File: src/hdl/feal_pkg.sv
// Shared types, constants and round functions for the FEAL-N cipher block.
`default_nettype none

package feal_pkg;

  // Number of round stages in the unrolled pipeline (largest supported N)
  localparam int MAX_ROUNDS = 32;
  localparam int RND_W      = $clog2(MAX_ROUNDS);
  localparam int CNT_W      = RND_W + 1;

  // Width of the round count register
  localparam int RC_W       = 6;
  localparam logic [RC_W-1:0] RC_RESET = RC_W'(8);

  // Register select: paddr bit 3 picks the register (8-byte spacing)
  localparam int    CFG_AW       = 4;
  localparam logic  REG_SEL_KEY  = 1'b0;
  localparam logic  REG_SEL_RNDS = 1'b1;

  // Item command codes
  localparam logic CMD_ENCRYPT = 1'b0;
  localparam logic CMD_DECRYPT = 1'b1;

  typedef logic [15:0] subkey_t;
  typedef subkey_t [MAX_ROUNDS-1:0] rkey_vec_t;

  // Key schedule outputs seen by the datapath
  typedef struct packed {
    logic                  busy;
    logic [MAX_ROUNDS-1:0] stage_on;
    rkey_vec_t             enc_key;
    rkey_vec_t             dec_key;
    logic [3:0][31:0]      wk;
  } sched_t;

  // One pipeline slot: round state held as (a, b), t = a ^ f(b, k)
  typedef struct packed {
    logic        vld;
    logic        cmd;
    logic [31:0] a;
    logic [31:0] b;
  } stage_t;

  // S-box: rotate left by two of (x + y + d) mod 256
  function automatic logic [7:0] sbox(input logic [7:0] x, input logic [7:0] y,
                                      input logic d);
    logic [7:0] s;
    s = x + y + {7'b0, d};
    return {s[5:0], s[7:6]};
  endfunction

  // fk function of the key schedule (byte 0 is the MSB)
  function automatic logic [31:0] key_mix(input logic [31:0] a, input logic [31:0] b);
    logic [7:0] c0, c1, c2, c3;
    c1 = sbox(a[31:24] ^ a[23:16], a[15:8] ^ a[7:0] ^ b[31:24], 1'b1);
    c2 = sbox(a[15:8] ^ a[7:0], c1 ^ b[23:16], 1'b0);
    c0 = sbox(a[31:24], c1 ^ b[15:8], 1'b0);
    c3 = sbox(a[7:0], c2 ^ b[7:0], 1'b1);
    return {c0, c1, c2, c3};
  endfunction

  // f function of one Feistel round
  function automatic logic [31:0] mangle(input logic [31:0] x, input subkey_t k);
    logic [7:0] t1, t2;
    t1 = x[23:16] ^ k[15:8] ^ x[31:24];
    t2 = x[15:8] ^ k[7:0] ^ x[7:0];
    t1 = sbox(t1, t2, 1'b1);
    t2 = sbox(t2, t1, 1'b0);
    return {sbox(x[31:24], t1, 1'b0), t1, t2, sbox(x[7:0], t2, 1'b1)};
  endfunction

endpackage

`default_nettype wire

File: src/hdl/feal_round.sv
// One Feistel round pipeline stage; an unused stage registers its input unchanged.
`default_nettype none

module feal_round (
  input  wire logic              clk,
  input  wire logic              rst_n,
  input  wire logic              en,
  input  wire logic              stage_on,
  input  wire feal_pkg::subkey_t enc_key,
  input  wire feal_pkg::subkey_t dec_key,
  input  wire feal_pkg::stage_t  d_in,
  output feal_pkg::stage_t       d_r
);
  import feal_pkg::*;

  subkey_t key;
  stage_t  d_nxt;

  // a' = b, b' = a ^ f(b, k)
  always_comb begin
    key   = (d_in.cmd == CMD_DECRYPT) ? dec_key : enc_key;
    d_nxt = d_in;
    if (stage_on) begin
      d_nxt.a = d_in.b;
      d_nxt.b = d_in.a ^ mangle(d_in.b, key);
    end
  end

  always_ff @(posedge clk) begin
    if (!rst_n) begin
      d_r.vld <= 1'b0;
    end else if (en) begin
      d_r.vld <= d_nxt.vld;
    end
  end

  always_ff @(posedge clk) begin
    if (en) begin
      d_r.cmd <= d_nxt.cmd;
      d_r.a   <= d_nxt.a;
      d_r.b   <= d_nxt.b;
    end
  end

endmodule

`default_nettype wire

File: config.mk
export PLATFORM = sky130hd
export DESIGN_NAME = feal_round
export DESIGN_NICKNAME = d
export VERILOG_FILES = /design/src/hdl/feal_pkg.sv /design/src/hdl/feal_round.sv
export SDC_FILE = /design/constraint.sdc
export NUM_CORES = 1
export LEC_CHECK = 0
export ABC_CLOCK_PERIOD_IN_PS = 17500
export BUFFER_PORTS_ARGS = -buffer_cell sky130_fd_sc_hd__clkbuf_2
export CAP_MARGIN = 20
export CELL_PAD_IN_SITES_DETAIL_PLACEMENT = 1
export CELL_PAD_IN_SITES_GLOBAL_PLACEMENT = 2
export CORE_ASPECT_RATIO = 0.5
export CORE_MARGIN = 8
export CORE_UTILIZATION = 34
export CTS_BUF_LIST = sky130_fd_sc_hd__clkbuf_4 sky130_fd_sc_hd__clkbuf_8 sky130_fd_sc_hd__clkbuf_16
export DETAILED_ROUTE_END_ITERATION = 8
export GPL_TIMING_DRIVEN = 0
export PLACE_DENSITY_LB_ADDON = 0.1
export SKIP_CTS_REPAIR_TIMING = 1
export SKIP_LAST_GASP = 1
export SYNTH_ARGS = -nofsm -noshare
export SYNTH_HDL_FRONTEND = slang
export SYNTH_SLANG_ARGS = --single-unit
File: constraint.sdc
create_clock -name clk -period 17.5 [get_ports clk]
set_input_delay 1.75 -clock clk [delete_from_list [all_inputs] [get_ports clk]]
set_output_delay 1.75 -clock clk [all_outputs]
set_load 0.05 [all_outputs]
Word level (Yosys, flattened, before mapping)

Index checks and enable logic that the tools add are counted.

Logic and storage cells: 17
Output and inout port bits: 66
Input bits: 102
Bits in registers: 66

Bitwise logic cells: 5
Mux-type cells: 2
$add $sub $neg: 6

Operator list:

| cell                                                           | count |
|---|---|
| 64-bit 2-to-1 mux                                              | 1 |
| 8-bit adder                                                    | 4 |
| 32-bit XOR                                                     | 1 |
| 8-bit XOR                                                      | 4 |
| 8-bit by 1-bit adder with 8-bit output (second input constant) | 2 |
| 16-bit 2-to-1 mux                                              | 1 |

Longest topological paths before layout

Depth after elaboration: 10
Gate-level depth with buffers: 29
Depth with buffers taken out: 27

Worst setup path before layout

Ideal clock, no wire load.

Path type: in2reg
Start point: in d_in[64] (netlist name)
End point: reg d_r[0] (netlist name), data pin
Path slack: 10.299 ns
Path buffers: 2
Stages: 28
Data required time: 17.239 ns
Data arrival time: 6.940 ns
Setup time: 0.261 ns
Cells stage by stage: buf_2 > buf_1 > mux2i_1 > xnor2_1 > ha_1 > inv_1 > fa_1 > a21o_1 > a21oi_1 > o21bai_1 > a21oi_1 > xnor2_1 > ha_1 > inv_1 > fa_1 > nor2b_1 > o21ai_0 > a21boi_0 > o21a_1 > nor2_1 > xor2_1 > ha_1 > fa_1 > nor2b_1 > o21ai_0 > a21boi_0 > o21ai_0 > a311o_1

RTL lines:

| element     | line             | RTL |
|---|---|---|
| from (decl) | feal_round.sv:11 | `input wire feal_pkg::stage_t d_in,` |
| to (decl)   | feal_round.sv:12 | `output feal_pkg::stage_t d_r` |

==> impl_metrics.env <==
export IMPL_status="complete, no violations"
export IMPL_setup_viol=0
export IMPL_synth_top_area_cell="edfxtp_1"
export IMPL_synth_flop_cell="edfxtp_1"
export IMPL_pin_count=168
export IMPL_cts_tree="yes"
export IMPL_num_nets_final=728
export IMPL_grt_overflow_total=0
export IMPL_synth_async_reset_ratio_pct=0
export IMPL_synth_edf_count=65
export IMPL_final_max_slew_violation_count=0
export IMPL_dieArea_um2=18350
export IMPL_min_path_cells=2
export IMPL_drc=0
export IMPL_core_region_area_um2=13660
export IMPL_via_per_inst=4.769
export IMPL_r2r_cells=2
export IMPL_clock_latency_ns=0.33
export IMPL_numClockSinks=66
export IMPL_die_w_um=183.8
export IMPL_ctsRootBufferMaster="clkbuf_16"
export IMPL_path_class="input pin to register"
export IMPL_layout_drive_gt1_share_pct=38.23
export IMPL_grt_first_pass_wirelength_mm=23.65
export IMPL_r2r_setup_slack_ns=16.90
export IMPL_drt_total_wl_mm=15.44
export IMPL_post_synth_top_count_cell="edfxtp_1"
export IMPL_yosys_cell_types_count=45
export IMPL_rsz0062_at_grt="no"
export IMPL_hpwl_mm=12.71
export IMPL_vias=3777
export IMPL_drtPass1Iterations=4
export IMPL_clk_pin_slew_ns=0.06
export IMPL_numCtsBuffers=9
export IMPL_synth_top_cell_area_share_pct=40.79
export IMPL_drt_iter0_markers=132
export IMPL_grt_pass1_vias=4156
export IMPL_cts_buffer_depth=2
export IMPL_max_cap_viol_count=0
export IMPL_r2r_start="d_r[65]$_SDFFE_PN0P_"
export IMPL_die_h_um=99.88
export IMPL_r2r_end="d_r[65]$_SDFFE_PN0P_"
export IMPL_yosys_warnings=0
export IMPL_ys_top_cells_by_area="edfxtp_1 41%, xnor2_1 11%, mux2_2 9.9%, ha_1 7.3%, xor2_1 4.0%"
export IMPL_p_leak_nw=2.683
export IMPL_pwr_density_cell_nw_per_um2=188.2
export IMPL_syn_area_per_cell_um2=11.53
export IMPL_worst_setup_path_end_kind="register"
export IMPL_largestRegisters="d_r: 66 flops"
export IMPL_hold_end="d_r[65]$_SDFFE_PN0P_"
export IMPL_tns_ns=0
export IMPL_max_slew_margin_rel_pct=32.42
export IMPL_slowest_stage="buf_1"
export IMPL_synth_cells=415
export IMPL_crit_arrival_ns=8.18
export IMPL_critPathRequiredTime_ns=17.57
export IMPL_area_growth_pct=29.81
export IMPL_htree_levels=3
export IMPL_cp_startpoint="d_in[64]"
export IMPL_drtAntennaViolNets=0
export IMPL_gp_congestion=0.8083
export IMPL_hold_viol_final=0
export IMPL_layout_min_cycle_time_ns=8.101
export IMPL_syn_num_nets=549
export IMPL_min_period_over_period_pct=46.29
export IMPL_syn_area_um2=4785
export IMPL_top_register="d_r"
export IMPL_max_freq_mhz=123.4
export IMPL_min_from="d_r[65]$_SDFFE_PN0P_"
export IMPL_critPathMaxFanout=10
export IMPL_cpPeakStageDelay_ns=0.76
export IMPL_peakVddDrop_uv=102.8
export IMPL_synth_seq_cells=66
export IMPL_grt_max_degree=46
export IMPL_synth_top_cells_by_count="65 x edfxtp_1, 61 x xnor2_1, 42 x mux2_2"
export IMPL_largest_reg_flops=66
export IMPL_skew_ns=0
export IMPL_wl_per_cell_um=19.50
export IMPL_antenna_found_initial=1
export IMPL_cp_start_kind="input pin"
export IMPL_yosysSeqAreaShare_pct=41.21
export IMPL_postLayoutCoreUtil_pct=45.46
export IMPL_min_path_type="register to register"
export IMPL_rows=30
export IMPL_start_util_pct=35.02
export IMPL_tightest_slew_ns=1.014
export IMPL_port_buffers=167
export IMPL_grtUsageTotal_pct=16.78
[cells in the final DEF (no fill, tap or decap), types with 4 or more instances in the layout]
cell | synthesis | routed
clkbuf_2 | 0 | 166
edfxtp_1 | 65 | 65
xnor2_1 | 61 | 61
mux2_2 | 42 | 42
nor2_1 | 35 | 35
a21oi_1 | 30 | 30
ha_1 | 28 | 28
xor2_1 | 22 | 22
mux2i_1 | 18 | 18
inv_1 | 16 | 16
o21ai_0 | 10 | 10
buf_1 | 9 | 9
clkbuf_16 | 0 | 9
nor2b_1 | 7 | 7
nand2_1 | 7 | 7
nor3_1 | 7 | 7
clkbuf_1 | 6 | 6
nor3b_1 | 4 | 4
fa_1 | 4 | 4
[critical path: cells and delay by family]
| family | cells | cell delay [ns] |
|---|---|---|
| AO/OA/AOI/OAI | 11 | 2.14 |
| adder cells (fa/ha/maj) | 6 | 1.89 |
| buffers and inverters | 5 | 1.19 |
| XOR/XNOR | 3 | 0.54 |
| multiplexers | 1 | 0.34 |
| AND/OR/NAND/NOR | 3 | 0.32 |
[metal layers]
metal | wire (µm) | up-vias | global-route usage (%)
li1 | - | 1862 | -
met1 | 7190 | 1808 | 22.27
met2 | 7004 | 97 | 27.02
met3 | 1145 | 8 | 5.047
met4 | 88 | 2 | 2.711
met5 | 13 | - | 0
[worst max-delay path by stage]
stage / end / slack [ns] / cells past startpoint
2_1_floorplan: d_r[0]$_DFFE_PP_ / 10.30 / 28
4_1_cts: d_r[0]$_DFFE_PP_ / 9.28 / 29
3_3_place_gp: d_r[0]$_DFFE_PP_ / 9.02 / 29
6_report: d_r[0]$_DFFE_PP_ / 9.40 / 29
5_1_grt: d_r[0]$_DFFE_PP_ / 8.83 / 30
3_5_place_dp: d_r[0]$_DFFE_PP_ / 8.95 / 29
[cell type report]
type                       count  area [µm²]
antenna                        1       2.502
buffer                        16       61.31
clock buffer                   9       225.2
clock inverter                 7       92.59
fill                        1563        7452
inverter                      16       60.06
multi-input combinational    317        2691
sequential                    66        1972
tap                          192       240.2
timing repair buffer         168       865.8
[report_power, final]
group          total (W)  leakage, nW  switching [W]  internal, W
sequential      0.000237        0.645     0.00000894     0.000228
combinational   0.000735         1.89       0.000439     0.000296
clock           0.000197        0.149      0.0000720     0.000125
[stage by stage]
stage               instances  setup slack (ns)  area [µm²]  total power, W  hold WS (ns)
floorplan                 415             10.30        4785       0.0008093        0.7429
global placement          774             9.015        5861       0.0009703        0.5065
detailed placement        775             8.953        5891       0.0009811        0.5369
CTS                       791             9.278        6208        0.001185        0.5486
global route              791             8.831        6208        0.001259        0.5965
finish                    792             9.399        6211        0.001169        0.5413
[logic make-up (layout without fill, tap and decap cells)]
family                     Yosys count  count (layout)  share of synthesized area [%]
buffers and inverters               32             216                          2.536
DFF                                 66              66                          41.21
and+or+nand+nor                     74              74                          7.453
muxes                               62              62                          14.43
other                                0               1                              0
xor gates and xnor gates            87              87                          17.10
adders and majority gates           32              32                          8.996
AOI/OAI and AO/OA                   62              62                          8.264
No activity file was read; power rests on OpenSTA's default activity.
