<file path="config.mk">
export PLATFORM = sky130hd
export DESIGN_NAME = feal_key_sched
export DESIGN_NICKNAME = d
export VERILOG_FILES = /design/src/hdl/feal_pkg.sv /design/src/hdl/feal_key_sched.sv
export SDC_FILE = /design/constraint.sdc
export NUM_CORES = 1
export LEC_CHECK = 0
export ABC_AREA = 1
export BUFFER_PORTS_ARGS = -buffer_cell sky130_fd_sc_hd__buf_2
export CORE_AREA = 2 2 495 497
export CTS_BUF_LIST = sky130_fd_sc_hd__clkbuf_4
export CTS_CLUSTER_DIAMETER = 100
export DETAILED_ROUTE_END_ITERATION = 12
export DIE_AREA = 0 0 497 499
export GPL_ROUTABILITY_DRIVEN = 0
export PLACE_DENSITY = 0.46
export SLEW_MARGIN = 20
export SYNTH_ARGS = -nofsm -noshare
export SYNTH_HDL_FRONTEND = slang
export SYNTH_SLANG_ARGS = --single-unit
</file>
<file path="constraint.sdc">
create_clock -name clk -period 7.97 [get_ports clk]
set_clock_uncertainty 0.1 [all_clocks]
set_input_delay 1.594 -clock clk [delete_from_list [all_inputs] [get_ports clk]]
set_output_delay 1.594 -clock clk [all_outputs]
set_load 0.02 [all_outputs]
</file>
<file path="src/hdl/feal_pkg.sv">
// Shared types, constants and round functions for the FEAL-N cipher block.
`default_nettype none

package feal_pkg;

  // Number of round stages in the unrolled pipeline (largest supported N)
  localparam int MAX_ROUNDS = 32;
  localparam int RND_W      = $clog2(MAX_ROUNDS);
  localparam int CNT_W      = RND_W + 1;

  // Width of the round count register
  localparam int RC_W       = 6;
  localparam logic [RC_W-1:0] RC_RESET = RC_W'(8);

  // Register select: paddr bit 3 picks the register (8-byte spacing)
  localparam int    CFG_AW       = 4;
  localparam logic  REG_SEL_KEY  = 1'b0;
  localparam logic  REG_SEL_RNDS = 1'b1;

  // Item command codes
  localparam logic CMD_ENCRYPT = 1'b0;
  localparam logic CMD_DECRYPT = 1'b1;

  typedef logic [15:0] subkey_t;
  typedef subkey_t [MAX_ROUNDS-1:0] rkey_vec_t;

  // Key schedule outputs seen by the datapath
  typedef struct packed {
    logic                  busy;
    logic [MAX_ROUNDS-1:0] stage_on;
    rkey_vec_t             enc_key;
    rkey_vec_t             dec_key;
    logic [3:0][31:0]      wk;
  } sched_t;

  // One pipeline slot: round state held as (a, b), t = a ^ f(b, k)
  typedef struct packed {
    logic        vld;
    logic        cmd;
    logic [31:0] a;
    logic [31:0] b;
  } stage_t;

  // S-box: rotate left by two of (x + y + d) mod 256
  function automatic logic [7:0] sbox(input logic [7:0] x, input logic [7:0] y,
                                      input logic d);
    logic [7:0] s;
    s = x + y + {7'b0, d};
    return {s[5:0], s[7:6]};
  endfunction

  // fk function of the key schedule (byte 0 is the MSB)
  function automatic logic [31:0] key_mix(input logic [31:0] a, input logic [31:0] b);
    logic [7:0] c0, c1, c2, c3;
    c1 = sbox(a[31:24] ^ a[23:16], a[15:8] ^ a[7:0] ^ b[31:24], 1'b1);
    c2 = sbox(a[15:8] ^ a[7:0], c1 ^ b[23:16], 1'b0);
    c0 = sbox(a[31:24], c1 ^ b[15:8], 1'b0);
    c3 = sbox(a[7:0], c2 ^ b[7:0], 1'b1);
    return {c0, c1, c2, c3};
  endfunction

  // f function of one Feistel round
  function automatic logic [31:0] mangle(input logic [31:0] x, input subkey_t k);
    logic [7:0] t1, t2;
    t1 = x[23:16] ^ k[15:8] ^ x[31:24];
    t2 = x[15:8] ^ k[7:0] ^ x[7:0];
    t1 = sbox(t1, t2, 1'b1);
    t2 = sbox(t2, t1, 1'b0);
    return {sbox(x[31:24], t1, 1'b0), t1, t2, sbox(x[7:0], t2, 1'b1)};
  endfunction

endpackage

`default_nettype wire

</file>
<file path="src/hdl/feal_key_sched.sv">
// Key schedule sequencer: expands the key into per-stage round keys and whitening words.
`default_nettype none

module feal_key_sched (
  input  wire logic                      clk,
  input  wire logic                      rst_n,
  input  wire logic                      cfg_wr,
  input  wire logic [63:0]               key,
  input  wire logic [feal_pkg::RC_W-1:0] round_count,
  output feal_pkg::sched_t               sched
);
  import feal_pkg::*;

  typedef enum logic [2:0] {
    KS_IDLE = 3'b001,
    KS_LOAD = 3'b010,
    KS_RUN  = 3'b100
  } ks_state_t;

  ks_state_t             state_r, state_nxt;
  logic [CNT_W-1:0]      n_r;
  logic [RND_W-1:0]      iter_r;
  logic [31:0]           a_r, b_r, prev_r;
  logic [MAX_ROUNDS-1:0] stage_on_r;
  rkey_vec_t             enc_key_r, dec_key_r;
  logic [3:0][31:0]      wk_r;

  logic [CNT_W-1:0]      n_eff;
  logic [31:0]           t;
  logic [CNT_W-1:0]      sk_idx;
  logic                  is_round;
  logic [RND_W-1:0]      enc_idx, dec_idx0, dec_idx1;
  logic [1:0]            wk_idx;
  logic                  last_iter;

  // Even round count, clamped to [2, MAX_ROUNDS]
  always_comb begin
    n_eff = {round_count[RC_W-1:1], 1'b0};
    if (n_eff < CNT_W'(2)) n_eff = CNT_W'(2);
    if (n_eff > CNT_W'(MAX_ROUNDS)) n_eff = CNT_W'(MAX_ROUNDS);
  end

  // One fk evaluation per cycle gives subkeys 2i and 2i+1
  always_comb begin
    t         = key_mix(a_r, b_r ^ prev_r);
    sk_idx    = {iter_r, 1'b0};
    is_round  = sk_idx < n_r;
    // rounds run in the last N stages; decrypt walks the keys backward
    enc_idx   = RND_W'(CNT_W'(MAX_ROUNDS) - n_r + sk_idx);
    dec_idx0  = RND_W'(CNT_W'(MAX_ROUNDS - 1) - sk_idx);
    dec_idx1  = RND_W'(CNT_W'(MAX_ROUNDS - 2) - sk_idx);
    // subkey pairs past N are the whitening words, one fk output each
    wk_idx    = 2'(iter_r - n_r[CNT_W-1:1]);
    last_iter = iter_r == RND_W'(n_r[CNT_W-1:1] + RND_W'(3));
  end

  // Sequencer; a write during the load cycle loads again
  always_comb begin
    state_nxt = state_r;
    case (state_r)
      KS_IDLE: if (cfg_wr) state_nxt = KS_LOAD;
      KS_LOAD: begin
        if (cfg_wr) state_nxt = KS_LOAD;
        else state_nxt = KS_RUN;
      end
      KS_RUN: begin
        if (cfg_wr) state_nxt = KS_LOAD;
        else if (last_iter) state_nxt = KS_IDLE;
      end
      default: state_nxt = KS_LOAD;
    endcase
  end

  always_ff @(posedge clk) begin
    if (!rst_n) begin
      state_r <= KS_LOAD;
    end else begin
      state_r <= state_nxt;
    end
  end

  // Schedule working registers and result registers
  always_ff @(posedge clk) begin
    if (state_r == KS_LOAD) begin
      n_r    <= n_eff;
      iter_r <= '0;
      a_r    <= key[63:32];
      b_r    <= key[31:0];
      prev_r <= '0;
      for (int j = 0; j < MAX_ROUNDS; j++) begin
        stage_on_r[j] <= (CNT_W'(j) + n_eff) >= CNT_W'(MAX_ROUNDS);
      end
    end else if (state_r == KS_RUN) begin
      iter_r <= iter_r + RND_W'(1);
      prev_r <= a_r;
      a_r    <= b_r;
      b_r    <= t;
      if (is_round) begin
        enc_key_r[enc_idx]                 <= t[31:16];
        enc_key_r[enc_idx + RND_W'(1)]     <= t[15:0];
        dec_key_r[dec_idx0]                <= t[31:16];
        dec_key_r[dec_idx1]                <= t[15:0];
      end else begin
        wk_r[wk_idx] <= t;
      end
    end
  end

  assign sched.busy     = state_r != KS_IDLE;
  assign sched.stage_on = stage_on_r;
  assign sched.enc_key  = enc_key_r;
  assign sched.dec_key  = dec_key_r;
  assign sched.wk       = wk_r;

endmodule

`default_nettype wire

</file>
==> Word level (Yosys, flattened, before mapping) <==
Index checks and enable logic that the tools add are counted.
{ "totals": {"input_bits": 73, "wordCells": 216, "output_inout_bits": 1185, "regBits": 1294} }
{ "op_classes": {"n_reduce_logical": 9, "order_cmp": 45, "n_bitwise": 9, "muxes": 26, "n_eq_ne": 7, "addsub": 45} }
{ "op_table": {"columns": ["operator", "n"], "rows": [
  ["bitwise mux 512 bit", 4],
  ["demux 16 bit (select 5 bit)", 4],
  [">= comparator 6 bit (second input constant)", 32],
  ["two-way mux 32 bit", 5],
  ["bitwise mux 128 bit", 1],
  ["adder 5 x 6 -> 6 bit (first input constant)", 16],
  ["demux 32 bit (select 2 bit)", 1],
  ["two-way mux 16 bit", 4],
  ["adder 4 x 6 -> 6 bit (first input constant)", 8],
  ["bitwise XOR 8 bit", 6],
  ["adder 8 bit", 4],
  ["bitwise XOR 32 bit", 1],
  ["adder 3 x 6 -> 6 bit (first input constant)", 4],
  ["< comparator 5 x 6 -> 1 bit (second input constant)", 4],
  [">= comparator 5 x 1 -> 1 bit (second input constant)", 4],
  ["adder 8 x 1 -> 8 bit (second input constant)", 2],
  ["adder 2 x 6 -> 6 bit (first input constant)", 2],
  ["two-way mux 3 bit", 4],
  ["two-way mux 6 bit", 2],
  ["adder 5 x 1 -> 5 bit (second input constant)", 2],
  ["subtractor 5 bit (first input constant)", 2],
  ["one-hot mux 3 bit (3 select lines)", 1],
  ["adder 1 x 6 -> 6 bit (first input constant)", 1],
  ["> comparator 6 bit (second input constant)", 1],
  ["20 further kinds", 26]
]} }

==> Logic depth before layout (Yosys ltp) <==
{ "depth": {"ltp_word": 11, "mapped_depth": 34, "depth_no_buf": 33} }

==> Least setup slack after synthesis <==
OpenSTA, ideal clock, no wires.
{ "synth_path": {"path_kind": "reg-to-reg", "startpoint": "register a_r[0]", "endpoint": "register wk_r (netlist bit sched[0]) (data pin)", "n_path_buf": 1, "path_stages_with_launch": 31, "period_less_slack_ps": 5735, "setup_time_ps": 276, "t_required_ps": 7594, "arrival_time_ps": 5359, "setup_slack_ps": 2235, "cell_sequence": "edfxtp_1 > xor2_1 > xnor2_1 > inv_1 > ha_1 > inv_1 > fa_1 > nand3_1 > nand2_1 > xor2_1 > xor2_1 > ha_1 > a21oi_1 > o21ai_0 > a21oi_1 > inv_1 > nand3_1 > nand2_1 > nand2_1 > nand2_1 > fa_1 > nand3b_1 > nand2_1 > nand2_1 > nand2_1 > a21oi_1 > inv_1 > nand2_1 > nand2_1 > clkbuf_1 > inv_1"} }
{ "synth_between": {"elab_chain_len": 10} }
{ "synth_lines": {"columns": ["item", "line_no", "rtl"], "rows": [
  ["start, declared", "feal_key_sched.sv:23", "logic [31:0] a_r, b_r, prev_r;"],
  ["start signal, assigned", "feal_key_sched.sv:87", "a_r <= key[63:32];"],
  ["start signal, assigned", "feal_key_sched.sv:96", "a_r <= b_r;"],
  ["bitwise XOR 8 bit (2 in series)", "feal_pkg.sv:55", "c1 = sbox(a[31:24] ^ a[23:16], a[15:8] ^ a[7:0] ^ b[31:24], 1'b1);"],
  ["adder 8 bit", "feal_pkg.sv:48", "s = x + y + {7'b0, d};"],
  ["adder 8 x 1 -> 8 bit", "feal_pkg.sv:48", null],
  ["named net t[22]", "feal_key_sched.sv:29", "logic [31:0] t;"],
  ["bitwise XOR 8 bit", "feal_pkg.sv:56", "c2 = sbox(a[15:8] ^ a[7:0], c1 ^ b[23:16], 1'b0);"],
  ["adder 8 bit", "feal_pkg.sv:48", null],
  ["named net t[9]", "feal_key_sched.sv:29", null],
  ["bitwise XOR 8 bit", "feal_pkg.sv:58", "c3 = sbox(a[7:0], c2 ^ b[7:0], 1'b1);"],
  ["adder 8 bit", "feal_pkg.sv:48", null],
  ["adder 8 x 1 -> 8 bit", "feal_pkg.sv:48", null],
  ["named net t[0]", "feal_key_sched.sv:29", null],
  ["bitwise mux 128 bit", "feal_key_sched.sv:104", "wk_r[wk_idx] <= t;"],
  ["end signal, assigned by index", "feal_key_sched.sv:104", null],
  ["end, declared", "feal_key_sched.sv:26", "logic [3:0][31:0] wk_r;"]
]} }
The timed path passes the listed nets, and every way through them passes these cells.
A chain may end at the register's enable or synchronous reset.

==> Worst setup path after layout <==
{ "layout_path": {"startpoint": "register a_r[1]", "endpoint": "register enc_key_r (netlist bit sched[916]) (data pin)"} }
{ "layout_between": {"elab_chain_len": 10, "word_cells_on_any_way": 11, "classes_between": "add/sub: 5; mux: 2; bitwise: 4"} }
{ "layout_lines": {"columns": ["item", "line_no", "rtl"], "rows": [
  ["bitwise XOR 8 bit", "feal_pkg.sv:55, feal_pkg.sv:56", null],
  ["bitwise XOR 8 bit", "feal_pkg.sv:55", null],
  ["adder 8 bit", "feal_pkg.sv:48", null],
  ["adder 8 x 1 -> 8 bit", "feal_pkg.sv:48", null],
  ["bitwise XOR 8 bit", "feal_pkg.sv:56", null],
  ["adder 8 bit", "feal_pkg.sv:48", null],
  ["bitwise XOR 8 bit", "feal_pkg.sv:58", null],
  ["adder 8 bit *", "feal_pkg.sv:48", null],
  ["adder 8 x 1 -> 8 bit *", "feal_pkg.sv:48", null],
  ["named net t[4]", "feal_key_sched.sv:29", null],
  ["bitwise mux 512 bit *", "feal_key_sched.sv:100", "enc_key_r[enc_idx + RND_W'(1)] <= t[15:0];"],
  ["end signal, assigned by index", "feal_key_sched.sv:99", "enc_key_r[enc_idx] <= t[31:16];"],
  ["end signal, assigned by index", "feal_key_sched.sv:100", null],
  ["end, declared", "feal_key_sched.sv:25", "rkey_vec_t enc_key_r, dec_key_r;"]
]} }
Mark *: on every way through the listed nets, which the timed path passes. The rest lies on a longest branch.

==> impl_metrics.tcl <==
set metrics [dict create \
    placed_area_mm2 0.0561 \
    clock_latency_ns 1.28 \
    ys_seq_area_frac 0.847 \
    async_flop_share 0 \
    nFillCells 25616 \
    dieArea_mm2 0.248 \
    grt_pass1_wl_um 270000 \
    rows 181 \
    synth_edf_count 1242 \
    synthFlopType "edfxtp_1" \
    hold_viol 0 \
    fin_ws_ns 1.05 \
    wl_um 207000 \
    slew_violations 0 \
    synth_top_family_by_area "simple AND/OR/NAND/NOR gates" \
    num_vias 30556 \
    critPathMaxStageDelay_ns 0.65 \
    clock_sinks 1282 \
    crit_family "XOR/XNOR gates" \
    setup_tns_ns 0 \
    postLayoutCellArea_mm2 0.0606 \
    place_hpwl_um 142000 \
    syn_to_final_growth_pct 34.8 \
    die_width_um 497 \
    cp_max_fo 19 \
    synth_seq_cells 1282 \
    syn-instance-count 2735 \
    rr_endpoint "sched[916]" \
    drtPass1Iterations 5 \
    final-seq-area_mm2 0.0381 \
    period_needed_ns 6.92 \
    start_kind "register" \
    cts_tree "done" \
    synth_xor_area_frac 0.0208 \
    wl_per_cell_um 26.5 \
    cts_buffer_depth 4 \
    min_path_cells 2 \
    grt_max_degree 73 \
    grt.overflow.total 0 \
    grt_pass1_vias 30452 \
    finalSetupViolations 0 \
    ff2ff_path_depth 23 \
    vias_per_cell 3.92 \
    antenna_found_initial 41 \
    postCtsHoldBufs 0 \
    place_worst_setup_slack_ns 1.20 \
    port-buffer-count 1256 \
    clock.fmax_mhz 145 \
    cts_resized 0 \
    cp_slowest_cell "xnor2_1" \
    start_util 0.185 \
    cts_buffers 359 \
    io_pins 1258 \
    drtIter0Drc 2653 \
    cts_setup_buffers 0 \
    antenna_left 0 \
    end_kind "register" \
    h-tree-depth 5 \
    synth.largest_area_cell "edfxtp_1" \
    worstHoldPathType "register to register" \
    path_cells "xor2_1 -> xnor2_1 -> fa_2 -> nand3_1 -> nand2_1 -> nand2_1 -> nand2_1 -> a21oi_1 -> xnor3_1 -> ha_1 -> fa_1 -> nand3_1 -> nand2_1 -> nand2_1 -> nand2_1 -> a21oi_1 -> xnor3_1 -> ha_4 -> fa_4 -> xnor2_1 -> inv_2 -> buf_4 -> nor2_1" \
    root_buffer "clkbuf_4" \
    rsz0062_at_grt "no" \
    tightest_slew_ns 1.06 \
    final_core_util 0.250 \
    cp.required_ns 8.93 \
    synth_warnings 0 \
    ys_types 38 \
    synth_compound_area_frac 0.0125 \
    drive_gt1_frac 0.439 \
    crit_top_cell "nand2_1" \
    die_h_um 499 \
    cap_violations 0 \
    synth_top_area_share 0.829 \
    path_clk_slew_ns 0.07 \
    min_to "a_r[24]" \
    syn_area_mm2 0.0450 \
    fin_crit_sh 0.868 \
    multi_input_area_mm2 0.00643 \
    yosys.area_share.simple 0.0854 \
    syn_nets 2851 \
    reg2reg_slack_ns 1.05 \
    status "completed" \
    slew_headroom 0.291 \
    critical_path_buf_inv_count 2 \
    crit_type "register to register" \
    synthMuxAreaShare 0 \
    min_from "b_r[24]" \
    worst_ep_arrival_time_ns 7.88 \
    track_usage 0.161 \
    coreArea_mm2 0.243 \
    synthAdderAreaFrac 0.0126 \
    ys_top_cells_by_area "edfxtp_1 (83%), nor2_1 (5.2%), nand2_1 (2.2%), dfxtp_1 (1.8%), ha_1 (1.1%)" \
    rr_startpoint "a_r[1]" \
    synth_area_per_cell_um2 16.4 \
    drc 0 \
    final_nets 4447 \
]
==> through the flow <==
| step | std cells | hold slack [ns] |
|---|---|---|
| after detailed placement | 7172 | 0.418 |
| after floorplan | 2735 | 0.396 |
| after global routing | 7790 | 0.325 |
| after global placement | 7171 | 0.408 |
| final | 7799 | 0.418 |
| after CTS | 7777 | 0.301 |
==> layout make-up <==
cell class              count  area share
diodes                     22    0.000908
clock buffers             508      0.0629
clock inverters            97      0.0110
inverters                 102     0.00642
multi-input cells        1224       0.106
flip-flops and latches   1282       0.628
well taps                3202      0.0661
repair buffers           1362       0.118
==> registers in the layout (all words and copies together), names as in the netlist <==
signal,cells
state_r,3
sched,1152
a_r,32
stage_on_r,22
n_r,4
iter_r,5
b_r,32
prev_r,32
==> layer usage <==
layer | GRT usage | wire length [um] | vias to the layer above
met3 | 0.0492 | 18600 | 364
met2 | 0.274 | 101000 | 1763
met1 | 0.193 | 81100 | 15346
li1 | - | - | 13073
met4 | 0.0515 | 5740 | 10
met5 | 0 | 55 | -
==> worst min-delay path: stages, from the launching register on <==
cell and delay, ns:
edfxtp_1 0.37, nand2_1 0.06, nand2_1 0.05
==> logic make-up (layout without fill, tap and decap cells) <==
group | count (synthesis) | in the layout
AOI/OAI and AO/OA | 109 | 109
xor gates and xnor gates | 98 | 98
adders and majority gates | 43 | 43
buffers and inverters | 229 | 2069
DFF | 1282 | 1282
other | 1 | 23
and+or+nand+nor | 973 | 973
==> cells in the mapped netlist (2+ instances only) <==
cell	number
edfxtp_1	1242
nor2_1	625
nand2_1	262
inv_1	97
clkbuf_1	81
o21ai_0	63
nand3_1	47
xor2_1	47
xnor2_1	46
dfxtp_1	40
ha_1	39
a21oi_1	37
buf_2	21
buf_4	15
nand2_2	8
nand3_2	8
buf_1	7
nor3_1	6
and2_1	4
fa_1	4
inv_2	4
or2_2	4
a31oi_1	3
clkbuf_8	3
nand3b_1	3
nand4_1	3
xnor3_1	3
nor2_2	2
xor2_4	2
==> cell usage in the layout, fill, tap and decap left out, types with 4 or more instances in the layout <==
cell,count
clkinvlp_4,5
ha_1,37
clkinv_1,65
bufinv_16,10
edfxtp_1,1242
xor2_4,10
diode_2,22
clkinv_2,14
nor3_1,4
dfxtp_1,40
a21oi_1,37
xnor2_1,46
o21ai_0,63
nor2_1,589
xor2_1,39
or2_2,4
buf_12,6
clkbuf_4,508
nand2_1,253
nand3_2,12
inv_2,14
nand2_4,4
inv_1,88
nand3_1,43
nand2_2,13
buf_2,1256
nor2_4,37
buf_4,99
==> how the worst max path moves through the flow <==
| stage | startpoint | to | slack [ns] | depth (start not counted) |
|---|---|---|---|---|
| detailed placement | a_r[1] | sched[916] | 1.20 | 23 |
| CTS | a_r[1] | sched[916] | 1.18 | 23 |
| global route | a_r[1] | sched[948] | 0.84 | 23 |
| finish | a_r[1] | sched[916] | 1.05 | 23 |
| global placement | a_r[1] | sched[916] | 1.23 | 23 |
| floorplan | a_r[0] | sched[0] | 2.24 | 30 |
Power is not shown: default switching activity piles up to over one toggle a cycle in this logic, so the estimate is an artifact.
